==> src/hdl/ipc_pkg.sv <==
// ipc_pkg: constants and shared types for the integer property classifier.
// No dependencies; imported by every module in hdl.
package ipc_pkg;
	localparam int unsigned DATA_WIDTH_DEF = 32;
	localparam int unsigned FIELD_W = 32;

	typedef struct packed {
		logic busy;
		logic done;
	} ctl_t;
endpackage

==> src/hdl/ipc_divider.sv <==
// ipc_divider: bit-serial restoring divider, one quotient bit per cycle.
// Depends on ipc_pkg.
module ipc_divider
	import ipc_pkg::*;
#(
	parameter int unsigned W = DATA_WIDTH_DEF
) (
	input  logic         clk,
	input  logic         arst_n,
	input  logic         start,
	input  logic [W-1:0] dividend,
	input  logic [W-1:0] divisor,
	output ctl_t         ctl,
	output logic [W-1:0] quotient,
	output logic [W-1:0] remainder
);
	localparam int unsigned CW = $clog2(W + 1);

	logic [W-1:0]  quo_q;
	logic [W:0]    rem_q;
	logic [W-1:0]  dsr_q;
	logic [CW-1:0] cnt_q;
	logic          busy_q;
	logic          done_q;
	logic [W:0]    trial;
	logic [W:0]    diff;

	assign trial = {rem_q[W-1:0], quo_q[W-1]};
	assign diff  = trial - {1'b0, dsr_q};

	always_ff @(posedge clk or negedge arst_n) begin
		if (!arst_n) begin
			busy_q <= 1'b0;
			done_q <= 1'b0;
			cnt_q  <= '0;
		end else begin
			done_q <= 1'b0;
			if (start) begin
				busy_q <= 1'b1;
				cnt_q  <= CW'(W);
			end else if (busy_q) begin
				cnt_q <= cnt_q - 1'b1;
				if (cnt_q == CW'(1)) begin
					busy_q <= 1'b0;
					done_q <= 1'b1;
				end
			end
		end
	end

	always_ff @(posedge clk) begin
		if (start) begin
			quo_q <= dividend;
			rem_q <= '0;
			dsr_q <= divisor;
		end else if (busy_q) begin
			if (!diff[W]) begin
				rem_q <= diff;
				quo_q <= {quo_q[W-2:0], 1'b1};
			end else begin
				rem_q <= trial;
				quo_q <= {quo_q[W-2:0], 1'b0};
			end
		end
	end

	assign ctl       = '{busy: busy_q, done: done_q};
	assign quotient  = quo_q;
	assign remainder = rem_q[W-1:0];
endmodule

==> src/hdl/ipc_root.sv <==
// ipc_root: digit-by-digit integer square root, two radicand bits per cycle.
// Depends on ipc_pkg.
module ipc_root
	import ipc_pkg::*;
#(
	parameter int unsigned W = DATA_WIDTH_DEF
) (
	input  logic         clk,
	input  logic         arst_n,
	input  logic         start,
	input  logic [W-1:0] radicand,
	output ctl_t         ctl,
	output logic [W-1:0] root,
	output logic         exact
);
	localparam int unsigned HW = (W + 1) / 2;
	localparam int unsigned RW = 2 * HW;
	localparam int unsigned CW = $clog2(HW + 1);

	logic [RW-1:0]  src_q;
	logic [HW+1:0]  rem_q;
	logic [HW-1:0]  res_q;
	logic [CW-1:0]  cnt_q;
	logic           busy_q;
	logic           done_q;
	logic [HW+1:0]  trial;
	logic [HW+1:0]  tsub;
	logic [HW+1:0]  diff;

	assign trial = {rem_q[HW-1:0], src_q[RW-1 -: 2]};
	assign tsub  = {res_q, 2'b01};
	assign diff  = trial - tsub;

	always_ff @(posedge clk or negedge arst_n) begin
		if (!arst_n) begin
			busy_q <= 1'b0;
			done_q <= 1'b0;
			cnt_q  <= '0;
		end else begin
			done_q <= 1'b0;
			if (start) begin
				busy_q <= 1'b1;
				cnt_q  <= CW'(HW);
			end else if (busy_q) begin
				cnt_q <= cnt_q - 1'b1;
				if (cnt_q == CW'(1)) begin
					busy_q <= 1'b0;
					done_q <= 1'b1;
				end
			end
		end
	end

	always_ff @(posedge clk) begin
		if (start) begin
			src_q <= RW'(radicand);
			rem_q <= '0;
			res_q <= '0;
		end else if (busy_q) begin
			src_q <= {src_q[RW-3:0], 2'b00};
			if (trial >= tsub) begin
				rem_q <= diff;
				res_q <= {res_q[HW-2:0], 1'b1};
			end else begin
				rem_q <= trial;
				res_q <= {res_q[HW-2:0], 1'b0};
			end
		end
	end

	assign ctl   = '{busy: busy_q, done: done_q};
	assign root  = W'(res_q);
	assign exact = (rem_q == '0);
endmodule

==> src/hdl/integer_property_classifier.sv <==
// integer_property_classifier: top level, sequencer around a serial root and divider.
// Depends on ipc_pkg, ipc_root, ipc_divider.
//
//  channel | valid     | stall     | payload
//  in      | in_valid  | in_stall  | value
//  out     | out_valid | out_stall | value_echo, is_odd .. is_perfect
//
// One word at a time. Sequence: one root, then digit reversal by repeated division by ten
// with the divider, then trial division by d = 2..root, also with the divider.
// The result register frees in_stall as soon as out is taken; a stalled result holds.
// Reset clears the sequencer and out_valid.
module integer_property_classifier
	import ipc_pkg::*;
#(
	parameter int unsigned DATA_WIDTH = DATA_WIDTH_DEF
) (
	input  logic                        clk,
	input  logic                        arst_n,
	input  logic                        in_valid,
	output logic                        in_stall,
	input  logic signed [FIELD_W-1:0]   value,
	output logic                        out_valid,
	input  logic                        out_stall,
	output logic signed [FIELD_W-1:0]   value_echo,
	output logic                        is_odd,
	output logic                        is_even,
	output logic                        is_palindrome,
	output logic                        is_prime,
	output logic                        is_square,
	output logic                        is_perfect
);
	localparam int unsigned W  = DATA_WIDTH;
	localparam int unsigned MW = W + 1;
	localparam int unsigned AW = W + 4;

	typedef enum logic [6:0] {
		S_IDLE = 7'b0000001,
		S_ROOT = 7'b0000010,
		S_REV  = 7'b0000100,
		S_REVW = 7'b0001000,
		S_DIV  = 7'b0010000,
		S_DIVW = 7'b0100000,
		S_DONE = 7'b1000000
	} state_t;

	state_t            state_q;
	logic [W-1:0]      raw_q;
	logic              neg_q;
	logic [MW-1:0]     mag_q;
	logic [MW-1:0]     t_q;
	logic [AW-1:0]     rev_q;
	logic              rev_ovf_q;
	logic [MW-1:0]     r_q;
	logic [MW-1:0]     d_q;
	logic [AW-1:0]     sum_q;
	logic              sq_q;
	logic              div_hit_q;

	logic              root_start;
	ctl_t              root_ctl;
	logic [MW-1:0]     root_res;
	logic              root_exact;
	logic              div_start;
	ctl_t              div_ctl;
	logic [MW-1:0]     div_dvd;
	logic [MW-1:0]     div_dsr;
	logic [MW-1:0]     div_quo;
	logic [MW-1:0]     div_rem;
	logic [AW-1:0]     rev_next;
	logic [MW-1:0]     mag_in;
	logic              take_in;
	logic              take_out;
	logic              pos_ge2;

	ipc_root #(.W(MW)) u_root (
		.clk(clk), .arst_n(arst_n), .start(root_start), .radicand(mag_q),
		.ctl(root_ctl), .root(root_res), .exact(root_exact)
	);

	ipc_divider #(.W(MW)) u_div (
		.clk(clk), .arst_n(arst_n), .start(div_start), .dividend(div_dvd),
		.divisor(div_dsr), .ctl(div_ctl), .quotient(div_quo), .remainder(div_rem)
	);

	assign mag_in   = value[W-1] ? MW'(-{1'b1, value[W-1:0]}) : MW'(value[W-1:0]);
	assign take_in  = in_valid && !in_stall;
	assign take_out = out_valid && !out_stall;
	assign in_stall = (state_q != S_IDLE) || (out_valid && out_stall);
	assign pos_ge2  = !neg_q && (mag_q >= MW'(2));
	assign root_start = (state_q == S_ROOT) && !root_ctl.busy && !root_ctl.done;
	assign div_start  = (state_q == S_REV) ||
		((state_q == S_DIV) && pos_ge2 && (d_q <= r_q));
	assign div_dvd    = (state_q == S_REV) ? t_q : mag_q;
	assign div_dsr    = (state_q == S_REV) ? MW'(10) : d_q;
	assign rev_next   = (rev_q << 3) + (rev_q << 1) + AW'(div_rem);

	always_ff @(posedge clk or negedge arst_n) begin
		if (!arst_n) begin
			state_q   <= S_IDLE;
			out_valid <= 1'b0;
		end else begin
			if (take_out)
				out_valid <= 1'b0;
			unique case (state_q)
				S_IDLE: if (take_in) begin
					state_q <= S_ROOT;
				end
				S_ROOT: begin
					if (root_ctl.done)
						state_q <= (t_q == '0) ? S_DIV : S_REV;
				end
				S_REV:  state_q <= S_REVW;
				S_REVW: if (div_ctl.done)
					state_q <= (div_quo == '0) ? S_DIV : S_REV;
				S_DIV: begin
					if (!pos_ge2 || d_q > r_q)
						state_q <= S_DONE;
					else
						state_q <= S_DIVW;
				end
				S_DIVW: if (div_ctl.done)
					state_q <= S_DIV;
				S_DONE: begin
					state_q   <= S_IDLE;
					out_valid <= 1'b1;
				end
				default: state_q <= S_IDLE;
			endcase
		end
	end

	always_ff @(posedge clk) begin
		unique case (state_q)
			S_IDLE: if (take_in) begin
				raw_q     <= value[W-1:0];
				neg_q     <= value[W-1];
				mag_q     <= mag_in;
				t_q       <= mag_in;
				rev_q     <= '0;
				rev_ovf_q <= 1'b0;
				d_q       <= MW'(2);
				sum_q     <= AW'(1);
				div_hit_q <= 1'b0;
			end
			S_ROOT: if (root_ctl.done) begin
				r_q  <= root_res;
				sq_q <= root_exact && !neg_q;
			end
			S_REVW: if (div_ctl.done) begin
				t_q   <= div_quo;
				rev_q <= rev_next;
				if (rev_next > AW'(mag_q) || rev_q[AW-1 -: 4] != '0)
					rev_ovf_q <= 1'b1;
			end
			S_DIVW: if (div_ctl.done) begin
				if (div_rem == '0) begin
					div_hit_q <= 1'b1;
					sum_q <= sum_q + AW'(d_q) + ((div_quo != d_q) ? AW'(div_quo) : '0);
				end
				d_q <= d_q + 1'b1;
			end
			S_DONE: begin
				value_echo    <= FIELD_W'($signed(raw_q));
				is_odd        <= !neg_q && mag_q[0];
				is_even       <= !mag_q[0];
				is_palindrome <= !rev_ovf_q && (rev_q == AW'(mag_q));
				is_prime      <= pos_ge2 && !div_hit_q;
				is_square     <= sq_q;
				is_perfect    <= pos_ge2 && (sum_q == AW'(mag_q));
			end
			default: ;
		endcase
	end

	ast_no_take_busy: assert property (@(posedge clk) disable iff (!arst_n)
		(state_q != S_IDLE) |-> in_stall)
		else $error("input taken while busy");
	ast_out_hold: assert property (@(posedge clk) disable iff (!arst_n)
		(out_valid && out_stall) |=> (out_valid && $stable(value_echo)))
		else $error("result dropped under stall");
	ast_units_excl: assert property (@(posedge clk) disable iff (!arst_n)
		!(root_ctl.busy && div_ctl.busy))
		else $error("root and divider busy together");
	ast_done_valid: assert property (@(posedge clk) disable iff (!arst_n)
		(state_q == S_DONE) |=> out_valid)
		else $error("finished word not presented");
endmodule
==> config.mk <==
export PLATFORM = sky130hd
export DESIGN_NAME = integer_property_classifier
export DESIGN_NICKNAME = d
export VERILOG_FILES = /design/src/hdl/ipc_pkg.sv /design/src/hdl/ipc_divider.sv /design/src/hdl/ipc_root.sv /design/src/hdl/integer_property_classifier.sv
export SDC_FILE = /design/constraint.sdc
export NUM_CORES = 1
export LEC_CHECK = 0
export ABC_CLOCK_PERIOD_IN_PS = 18570
export BUFFER_PORTS_ARGS = -buffer_cell sky130_fd_sc_hd__clkbuf_2
export CAP_MARGIN = 20
export CORE_MARGIN = 5
export CORE_UTILIZATION = 45
export CTS_BUF_LIST = sky130_fd_sc_hd__clkbuf_16
export CTS_CLUSTER_SIZE = 30
export DETAILED_ROUTE_END_ITERATION = 10
export RECOVER_POWER = 100
export SLEW_MARGIN = 20
export SYNTH_ARGS = -nofsm -noshare
export SYNTH_HDL_FRONTEND = slang
export SYNTH_SLANG_ARGS = --single-unit
==> constraint.sdc <==
create_clock -name clk -period 18.57 [get_ports clk]
set_clock_uncertainty 0.05 [all_clocks]
set_input_delay 2.7855 -clock clk [delete_from_list [all_inputs] [get_ports clk]]
set_output_delay 2.7855 -clock clk [all_outputs]
set_load 0.02 [all_outputs]
## After elaboration in Yosys (flattened, before gate mapping)

Cells that the tools add are included.
W data, S select, Z words.

| word-level totals | value |
|---|---|
| register bits | 454 |
| bits of input ports | 36 |
| output and inout port bits | 40 |
| logic and storage cells | 167 |

| cells by class | value |
|---|---|
| muxes and demuxes | 57 |
| $lt $le $gt $ge | 5 |
| $add $sub $neg | 10 |
| reductions and logical operators | 43 |
| eq/ne operators | 19 |

Operators with widths:

| kind | count |
|---|---|
| $mux W33 | 12 |
| $mux W36 | 5 |
| $pmux W36 S2 | 2 |
| $pmux W33 S2 | 2 |
| $add A36 B33 Y36 | 3 |
| $logic_not A33 Y1 | 3 |
| $eq A36 B33 Y1 | 2 |
| $pmux W7 S6 | 1 |
| $add A36 B36 Y36 | 1 |
| $gt A36 B33 Y1 | 1 |
| $mux W7 | 5 |
| $sub A34 B33 Y34 | 1 |
| $add A33 B1 Y33 const B | 1 |
| $ge A33 B2 Y1 const B | 1 |
| $gt A33 B17 Y1 | 1 |
| $le A33 B17 Y1 | 1 |
| $ne A33 B33 Y1 | 1 |
| $neg A33 Y33 | 1 |
| $mux W1 | 21 |
| $mux W5 | 4 |
| $ge A19 B19 Y1 | 1 |
| $logic_not A19 Y1 | 1 |
| $mux W19 | 1 |
| $sub A19 B19 Y19 | 1 |
| 24 further kinds | 61 |

## Depth between registers and ports, before layout

Gate-level depths: netlist of the first run.

| depth | value |
|---|---|
| depth after elaboration | 7 |
| mapped depth | 23 |
| gate-level depth less buffers | 22 |

## Hierarchy

A second synthesis of the first run with hierarchy kept.

| unflattened totals | value |
|---|---|
| cell total of the unflattened synthesis | 2812 |
| area, all modules | 29938.7 um2 |

By module, submodules not included:

| module | instances | area an instance (um2) | sequential area each (um2) | cells an instance |
|---|---|---|---|---|
| integer_property_classifier | 1 | 19286.0 | 8489.4 | 1761 |
| ipc_divider | 1 | 6289.8 | 2842.7 | 629 |
| ipc_root | 1 | 4362.9 | 1906.8 | 422 |

## Worst setup path before layout of the first run

No wires, ideal clock.

| timing | value |
|---|---|
| path type | input port to flip-flop |
| start point | input port out_stall |
| end point | register div_hit_q, enable pin |
| slack | 10978 ps |
| setup time | 488 ps |
| required time | 18032 ps |
| data arrival time | 7054 ps |
| stages | 4 |
| buffers on the path | 0 |
| cells stage by stage | nand2_1 nand3_1 o21ai_0 a21boi_0 |

| between the ends | value |
|---|---|
| cells in the longest elaborated chain, start to end | 6 |

Ends and longest elaborated chain:

| item | line | text |
|---|---|---|
| start: declaration | integer_property_classifier.sv:23 | `input logic out_stall,` |
| $logic_and A1 B1 Y1 | integer_property_classifier.sv:88 | `assign in_stall = (state_q != S_IDLE) \|\| (out_valid && out_stall);` |
| $logic_or A1 B1 Y1 | integer_property_classifier.sv:88 |  |
| $logic_not A1 Y1 | integer_property_classifier.sv:86 | `assign take_in = in_valid && !in_stall;` |
| $logic_and A1 B1 Y1 | integer_property_classifier.sv:86 |  |
| $ne A2 B2 Y1 (no line) | n/a |  |
| $reduce_and A4 Y1 (no line) | n/a |  |
| end signal: assignment | integer_property_classifier.sv:143 | `div_hit_q <= 1'b0;` |
| end signal: assignment | integer_property_classifier.sv:157 | `div_hit_q <= 1'b1;` |
| end: declaration | integer_property_classifier.sv:57 | `logic div_hit_q;` |

No other way between the ends.
A chain may end at the register's enable or synchronous reset.

## Worst setup path after layout of the first run

| timing | value |
|---|---|
| start point | register state_q[0] |
| end point | register rev_q[16], enable pin |

| between the ends | value |
|---|---|
| cells in the longest elaborated chain, start to end | 6 |
| elaborated cells on any way between the ends | 10 |
| classes of those cells | eq/ne: 5; reduce/logical: 5 |

Ends and longest elaborated chain:

| item | line | text |
|---|---|---|
| start: declaration | integer_property_classifier.sv:46 | `state_t state_q;` |
| start signal: assignment | integer_property_classifier.sv:110 | `state_q <= (t_q == '0) ? S_DIV : S_REV;` |
| start signal: assignment | integer_property_classifier.sv:114 | `state_q <= (div_quo == '0) ? S_DIV : S_REV;` |
| $ne A7 B1 Y1 | integer_property_classifier.sv:88 |  |
| $logic_or A1 B1 Y1 | integer_property_classifier.sv:88 |  |
| $logic_not A1 Y1 | integer_property_classifier.sv:86 |  |
| $logic_and A1 B1 Y1 | integer_property_classifier.sv:86 |  |
| $ne A2 B2 Y1 (no line) | n/a |  |
| $reduce_and A3 Y1 (no line) (*) | n/a |  |
| end signal: assignment | integer_property_classifier.sv:151 | `rev_q <= rev_next;` |
| end: declaration | integer_property_classifier.sv:51 | `logic [AW-1:0] rev_q;` |

Every way passes the cells marked *; elsewhere a longest branch is shown, timed or not.

==> metrics, run 1 <==
status finished, violations left; failing checks max-capacitance violations, max-slew violations; r2r setup slk 11,080 ps; initial antenna violation count 2; first-pass GRT wire length 121,000 um; PostCTS Resize Cnt 0; post-synthesis instance total 2,661; Setup crit start kind flop; RR Endpoint rev_q[16]; CP arrival 7630 ps; main flop type after synthesis edfxtp_1; largest net degree at the start of global routing 69; Placeable Area 61,900 um2; vias in the first global route 20,800; Crit. End Element flop; DRT Wirelength 79,300 um; Setup Crit Path Kind flop to flop; Hold Path End value_echo[22]; Int Power 3.53 mW; clock network power share 16.4%; TritonRoute pass-1 iters 5; Synth Register Bits 452; # DRC 0; Overflow after GRT 0; Relative slew margins -100%; Fmax 133 MHz; pwr/cell area 202 nW/um2; Die Wd 261 um; syn nets 2,941; area share of the largest cell type after synthesis 38.2%; LEAKAGE 11.9 nW; Crit Path Max Fanout 64; average wire per standard cell 21.9 um; Critical Path RT 18,710 ps; Cell Area, Synth 28,200 um2; Reg power frac 29.0%; post-CTS setup buffers 0; total power 6.29 mW; TritonCTS Sinks 452; Critical Path Source state_q[0]; Worst Hold Class flop to flop; Critical R2R Launch state_q[0]; hold path cells 0; top-count cell post-synth edfxtp_1; htree depth 2; Max Slew Vio Count 692; hold_buf cts 0; worst-margin pin slew 3010 ps; EDFF count, synth 359; Syn Area/Cell 10.6 um2; fin area 31,200 um2; FP Rows 91; sequential share of the synthesized area 45.2%; Hold Startpoint raw_q[22]; peak supply drop 0.142 mV; final hold vios 0; layout cells sized above 1 6.03%; Max Cap Viol 16; R2R depth 7; clk slew on worst S/H paths 60 ps; TritonCTS buffer count 51; Sw Ratio 43.8%; P&R area growth vs syn 10.5%; top cells by area, synth edfxtp_1 38%, ha_1 7.9%, dfxtp_1 5.0%; die area 67,900 um2; Netlist cell types 81; routed vias 20,900; Setup TNS 0 ps; Final setup viols 0; remaining antenna violation count 0; CTS tree built; Initial DRC Count 1,897; Final nets 3,027; Initial Util 45.6%; Die Ht 261 um; Net Switching 2.76 mW; gr usage total 23.0%; DP Wirelength 59,600 um; Synth area leader edfxtp_1; # port buffers 75; Placed Area 29,700 um2; Warnings, synthesis 0; fin crit share 40.3%; Ports 76; top cells by count, synth 359 x edfxtp_1, 240 x nor2_1, 178 x ha_1; fin crit period 7490 ps; CTS Root Cell clkbuf_16; Post-synth ARST share 5.09%; maximum clock insertion buffer count 3; Via density 5.76; placer congestion estimate 0.932; RSZ-0062 raised after global routing false; Comb pwr share 54.6%; Worst-Skew Late Latency 640 ps
-- placed cells by master (no fill, tap or decap), types with 28 or more instances in the layout --
cell	synthesis	routed
edfxtp_1	359	359
o21ai_0	162	162
mux2i_1	73	73
xnor2_1	150	150
nor4_1	60	61
ha_1	178	178
mux2_2	37	34
nor3_1	43	43
nor2_1	240	239
and2_1	70	42
clkbuf_16	0	52
inv_1	138	145
clkbuf_1	67	93
nand2_1	144	144
nand3_1	42	41
a21o_1	76	76
o21a_1	30	30
a21oi_1	128	127
fa_1	66	66
nand4_1	50	50
and2_0	0	28
xor2_1	109	109
nor2b_1	57	57
dfxtp_1	70	70
-- registers in the layout, summed over array words and instances, names as in the netlist, 5 cells and up --
signal / count
d_q: 33
mag_q: 32
r_q: 17
raw_q: 32
rev_q: 36
state_q: 7
sum_q: 36
t_q: 33
u_div.cnt_q: 6
u_div.dsr_q: 33
u_div.quotient: 33
u_div.rem_q: 33
u_root.cnt_q: 5
u_root.rem_q: 19
u_root.res_q: 17
u_root.src_q: 34
value_echo: 32
-- how the worst max path moves through the flow --
stage | end | cells after the start
4_1_cts | in_stall | 4
6_report | rev_q[16] | 7
3_3_place_gp | in_stall | 4
2_1_floorplan | div_hit_q | 4
3_5_place_dp | in_stall | 4
5_1_grt | rev_q[23] | 7
-- cell type report --
| cell class | instances | area, um2 |
|---|---|---|
| clock inverters | 42 | 424 |
| well taps | 837 | 1050 |
| repair buffers | 115 | 509 |
| clock buffers | 52 | 1300 |
| flip-flops and latches | 452 | 12800 |
| fillers | 5653 | 30700 |
| diodes | 1 | 2.50 |
| multi-input cells | 1987 | 14600 |
| inverters | 140 | 527 |
-- power by group through the flow --
stage / Clock, mW / Combinational, mW / Sequential [mW]
detailed placement: 0 / 3.39 / 1.83
CTS: 1.05 / 3.42 / 1.81
global route: 1.10 / 3.82 / 1.85
floorplan: 0 / 2.62 / 1.67
finish: 1.03 / 3.43 / 1.82
global placement: 0 / 3.30 / 1.82
-- metal layers --
metal  part of all wire, %  vias up  global-route usage [%]
met1                    43    10200                    31.2
li1                      -     9832                       -
met2                    46      645                    37.0
met4                   3.5        0                    7.47
met5                     0        -                       0
met3                   7.6      167                    4.98
-- worst max-delay path, stage by stage, from the launching register on --
cell and delay (ps):
dfstp_1 400, nor4_1 470, nand3_2 140, clkinv_1 60, clkbuf_1 2040, a31oi_1 990, inv_1 1250, clkbuf_1 1610
-- logic make-up after synthesis --
kind of cell	share of synthesized area, %
compound gates	12.2
mux	4.06
xor+xnor	8.03
simple gates	15.0
buf+inv	3.02
fa+ha+maj	12.6
other cells	0.0133
flops	45.2
-- per-stage QoR --
step / hold WS [ps] / utilization, % / worst slack, ps / cells
6_report: 366 / 50.4 / 11080 / 3626
5_1_grt: 375 / 50.4 / 10380 / 3625
4_1_cts: 367 / 50.7 / 12510 / 3625
3_5_place_dp: 355 / 47.9 / 12510 / 3531
3_3_place_gp: 352 / 47.9 / 12520 / 3531
2_1_floorplan: 350 / - / 10980 / 2661
(Power assumes the default switching activity.)
==> run 2: changes to the inputs <==
Settings changed: ABC_CLOCK_PERIOD_IN_PS 18570 to 7200.
Clock period 18.57 ns to 7.2 ns, I/O delays scaled along.
==> metrics, run 2 (synthesized netlist as in run 1, its figures left out) <==
fin crit share 93.3%; Crit. End Element flop; Max Slew Vio Count 700; TritonCTS buffer count 52; final hold vios 0; Relative slew margins -121%; RSZ-0062 raised after global routing false; FP Rows 91; die area 67,900 um2; WHS 364 ps; commonest non-fill, non-tap cell in the layout edfxtp_1; # DRC 0; Via density 5.74; Critical Path RT 7540 ps; Initial Util 45.6%; pre-CTS WS 1250 ps; status finished, violations left; Ports 76; Setup Crit Path Kind flop to flop; remaining antenna violation count 0; worst-margin pin slew 3320 ps; fin crit period 6720 ps; Placeable Area 61,900 um2; layout cells sized above 1 6.16%; Top Registers rev_q: 36 flops, sum_q: 36 flops, u_root.src_q: 34 flops; gr usage total 23.6%; Final setup viols 0; DP Wirelength 61,300 um; TritonCTS Sinks 452; Fmax 149 MHz; DRT Wirelength 81,400 um; most frequent cells in the layout 359 x edfxtp_1, 239 x nor2_1, 178 x ha_1; Post-Route Utilization 50.4%; Crit Path Max Fanout 34; failing checks max-capacitance violations, max-slew violations; non-filler instance count after layout 3,627; first-pass GRT wire length 124,000 um; Worst Hold Class flop to flop; Overflow after GRT 0; # port buffers 75; largest net degree at the start of global routing 82; n_diodes 0; PostCTS Resize Cnt 0; Setup crit start kind flop; Max Cap Viol 16; LEAKAGE 11.9 nW; Placed Cells 3,532; initial antenna violation count 1; Worst-Skew Late Latency 640 ps; Die Wd 261 um; post-CTS setup buffers 0; htree depth 2; P&R area growth vs syn 10.5%; Final nets 3,029; CTS tree built; CP arrival 7060 ps; Initial DRC Count 1,739; placer congestion estimate 0.956; peak supply drop 0.305 mV; Die Ht 261 um; routed vias 20,800; Setup TNS 0 ps; CTS Root Cell clkbuf_16; pwr/cell area 524 nW/um2; hold_buf cts 0; vias in the first global route 20,700; TritonRoute pass-1 iters 8; clk slew on worst S/H paths 60 ps; Final WS setup 482 ps; maximum clock insertion buffer count 3; average wire per standard cell 22.4 um
-- run 2: per-layer routing --
metal  track usage (%)  routed length, um  vias to the layer above
met3              3.34               5150                      113
met5                 0                  0                        -
met4              5.75               2060                        0
met2              38.8              38100                      612
met1              33.4              36100                    10300
li1                  -                  -                     9830
-- run 2: layout make-up --
cell class | instances | area, um2
flip-flops and latches | 452 | 12800
multi-input cells | 1987 | 14600
clock inverters | 42 | 410
fillers | 5726 | 30700
inverters | 140 | 527
well taps | 837 | 1050
clock buffers | 53 | 1330
repair buffers | 116 | 529
-- run 2: final timing paths --
check | to | cells after the start | startpoint | slack [ps]
max in group asynchronous | u_div.busy_q | 1 | arst_n | 5270
worst min register to register | value_echo[27] | 0 | raw_q[27] | 360
worst max-delay path | u_div.quotient[0] | 12 | d_q[10] | 480
worst max register to register | u_div.quotient[0] | 12 | d_q[10] | 480
worst min-delay path | value_echo[27] | 0 | raw_q[27] | 360
min in group asynchronous | u_div.done_q | 1 | arst_n | 780
-- run 2: worst max-delay path: stages, from the launching register on --
cell and delay (ps):
edfxtp_1 400, clkbuf_1 420, ha_1 340, a21o_1 190, a21o_1 170, a21oi_1 120, o21ai_0 140, a211oi_1 290
a21oi_1 210, a211oi_1 930, clkbuf_1 1900, o21ai_0 790, mux2_2 490
-- run 2: through the flow --
stage	power [mW]	cell area [um2]
2_1_floorplan	11.1	28200
3_3_place_gp	13.4	29700
3_5_place_dp	13.5	29700
4_1_cts	16.3	31400
5_1_grt	17.6	31200
6_report	16.3	31200
-- run 2: report_power, final --
group,switching [mW],total (mW),internal (mW)
logic,5.16,8.97,3.81
clock network,1.13,2.69,1.56
registers,0.899,4.68,3.78
==> run 3: changes to the inputs <==
==> constraint.sdc (replaced) <==
create_clock -name clk -period 7.2 [get_ports clk]
set_clock_uncertainty 0.05 [all_clocks]
set_input_delay 1.44 -clock clk [delete_from_list [all_inputs] [get_ports clk]]
set_output_delay 1.44 -clock clk [all_outputs]
set_load 0.01 [all_outputs]
==> metrics, run 3 (synthesized netlist as in run 1, its figures left out) <==
status finished, violations left; failing checks max-capacitance violations, max-slew violations; Max Cap Viol 16; layout cells sized above 1 6.49%; vias in the first global route 20,600; final hold vios 0; routed vias 20,900; Fmax 156 MHz; Initial DRC Count 1,758; PostCTS Resize Cnt 0; Crit Path Max Fanout 34; Worst Hold Class flop to flop; fin crit period 6420 ps; commonest non-fill, non-tap cell in the layout edfxtp_1; pwr/cell area 524 nW/um2; # DRC 0; Via density 5.76; Relative slew margins -129%; Placeable Area 61,900 um2; post-CTS setup buffers 0; pre-CTS WS 1230 ps; fin crit share 89.1%; average wire per standard cell 22.5 um; Die Ht 261 um; peak supply drop 0.333 mV; Die Wd 261 um; initial antenna violation count 3; Max Slew Vio Count 678; Critical Path RT 7550 ps; Placed Area 29,700 um2; first-pass GRT wire length 123,000 um; Final setup viols 0; Worst-Skew Late Latency 650 ps; Final WS setup 784 ps; busiest grt layer met2; CTS tree built; fin area 31,300 um2; htree depth 2; met3 GRT Util 4.56%; TritonCTS buffer count 51; P&R area growth vs syn 10.8%; Post-Route Utilization 50.5%; FP Rows 91; met1 usage 31.9%; TritonRoute pass-1 iters 5; die area 67,900 um2; TritonCTS Sinks 452; remaining antenna violation count 0; DP Wirelength 61,600 um; Top Registers rev_q: 36 flops, sum_q: 36 flops, u_root.src_q: 34 flops; Final nets 3,028; Overflow after GRT 0; Setup TNS 0 ps; Setup Crit Path Kind flop to flop; maximum clock insertion buffer count 3; placer congestion estimate 0.955; CP arrival 6760 ps; DRT Wirelength 81,600 um; most frequent cells in the layout 359 x edfxtp_1, 239 x nor2_1, 178 x ha_1; RSZ-0062 raised after global routing false; hold_buf cts 0; gr usage total 23.6%; Setup crit start kind flop; worst-margin pin slew 3430 ps; total power 16.4 mW; Initial Util 45.6%; clk slew on worst S/H paths 60 ps; Crit. End Element flop; CTS Root Cell clkbuf_16; GRT met2 Usage 38.4%; # port buffers 75; largest net degree at the start of global routing 82; Ports 76; FILL cells 5,761; LEAKAGE 11.9 nW
run 3: cell type report:
type | count | area, um2 | share of cell area, %
antenna | 1 | 2.50 | 0.00800
clock buffer | 52 | 1300 | 4.16
clock inverter | 44 | 500 | 1.60
inverter | 140 | 527 | 1.68
multi-input combinational | 1987 | 14600 | 46.7
sequential | 452 | 12800 | 40.8
tap | 837 | 1050 | 3.35
timing repair buffer | 116 | 533 | 1.70
run 3: per-stage QoR:
stage | cells | hold slack (ps)
CTS | 3628 | 367
finish | 3629 | 366
global placement | 3532 | 353
global route | 3628 | 373
detailed placement | 3532 | 355
floorplan | 2661 | 350
run 3: power breakdown:
part           internal (mW)  switching (mW)
sequential              3.78           0.902
clock                   1.62            1.15
combinational           3.81            5.14
total                   9.20            7.20
run 3: routing by layer:
layer / share of wire (%) / wire length, um
met2: 47 / 38000
met4: 3.4 / 2760
met5: 0 / 0
met3: 6.5 / 5290
met1: 44 / 35600
run 3: final timing paths:
kind	cells past startpoint	slack, ps	to	from
setup / recovery	11	780	u_div.quotient[0]	d_q[14]
hold / removal	0	370	value_echo[27]	raw_q[27]
setup reg to reg	11	780	u_div.quotient[0]	d_q[14]
hold reg to reg	0	370	value_echo[27]	raw_q[27]
max in group asynchronous	1	4760	u_div.busy_q	arst_n
min in group asynchronous	1	1190	state_q[4]	arst_n
run 3: critical path: stages, from the launching register on:
cell and delay (ps):
edfxtp_1 570, ha_1 370, a21o_1 180, a21o_1 170, a21oi_1 160, o21ai_0 150
a211oi_1 230, a21oi_1 190, a211oi_1 870, clkbuf_1 1880, o21ai_0 820, mux2_2 490
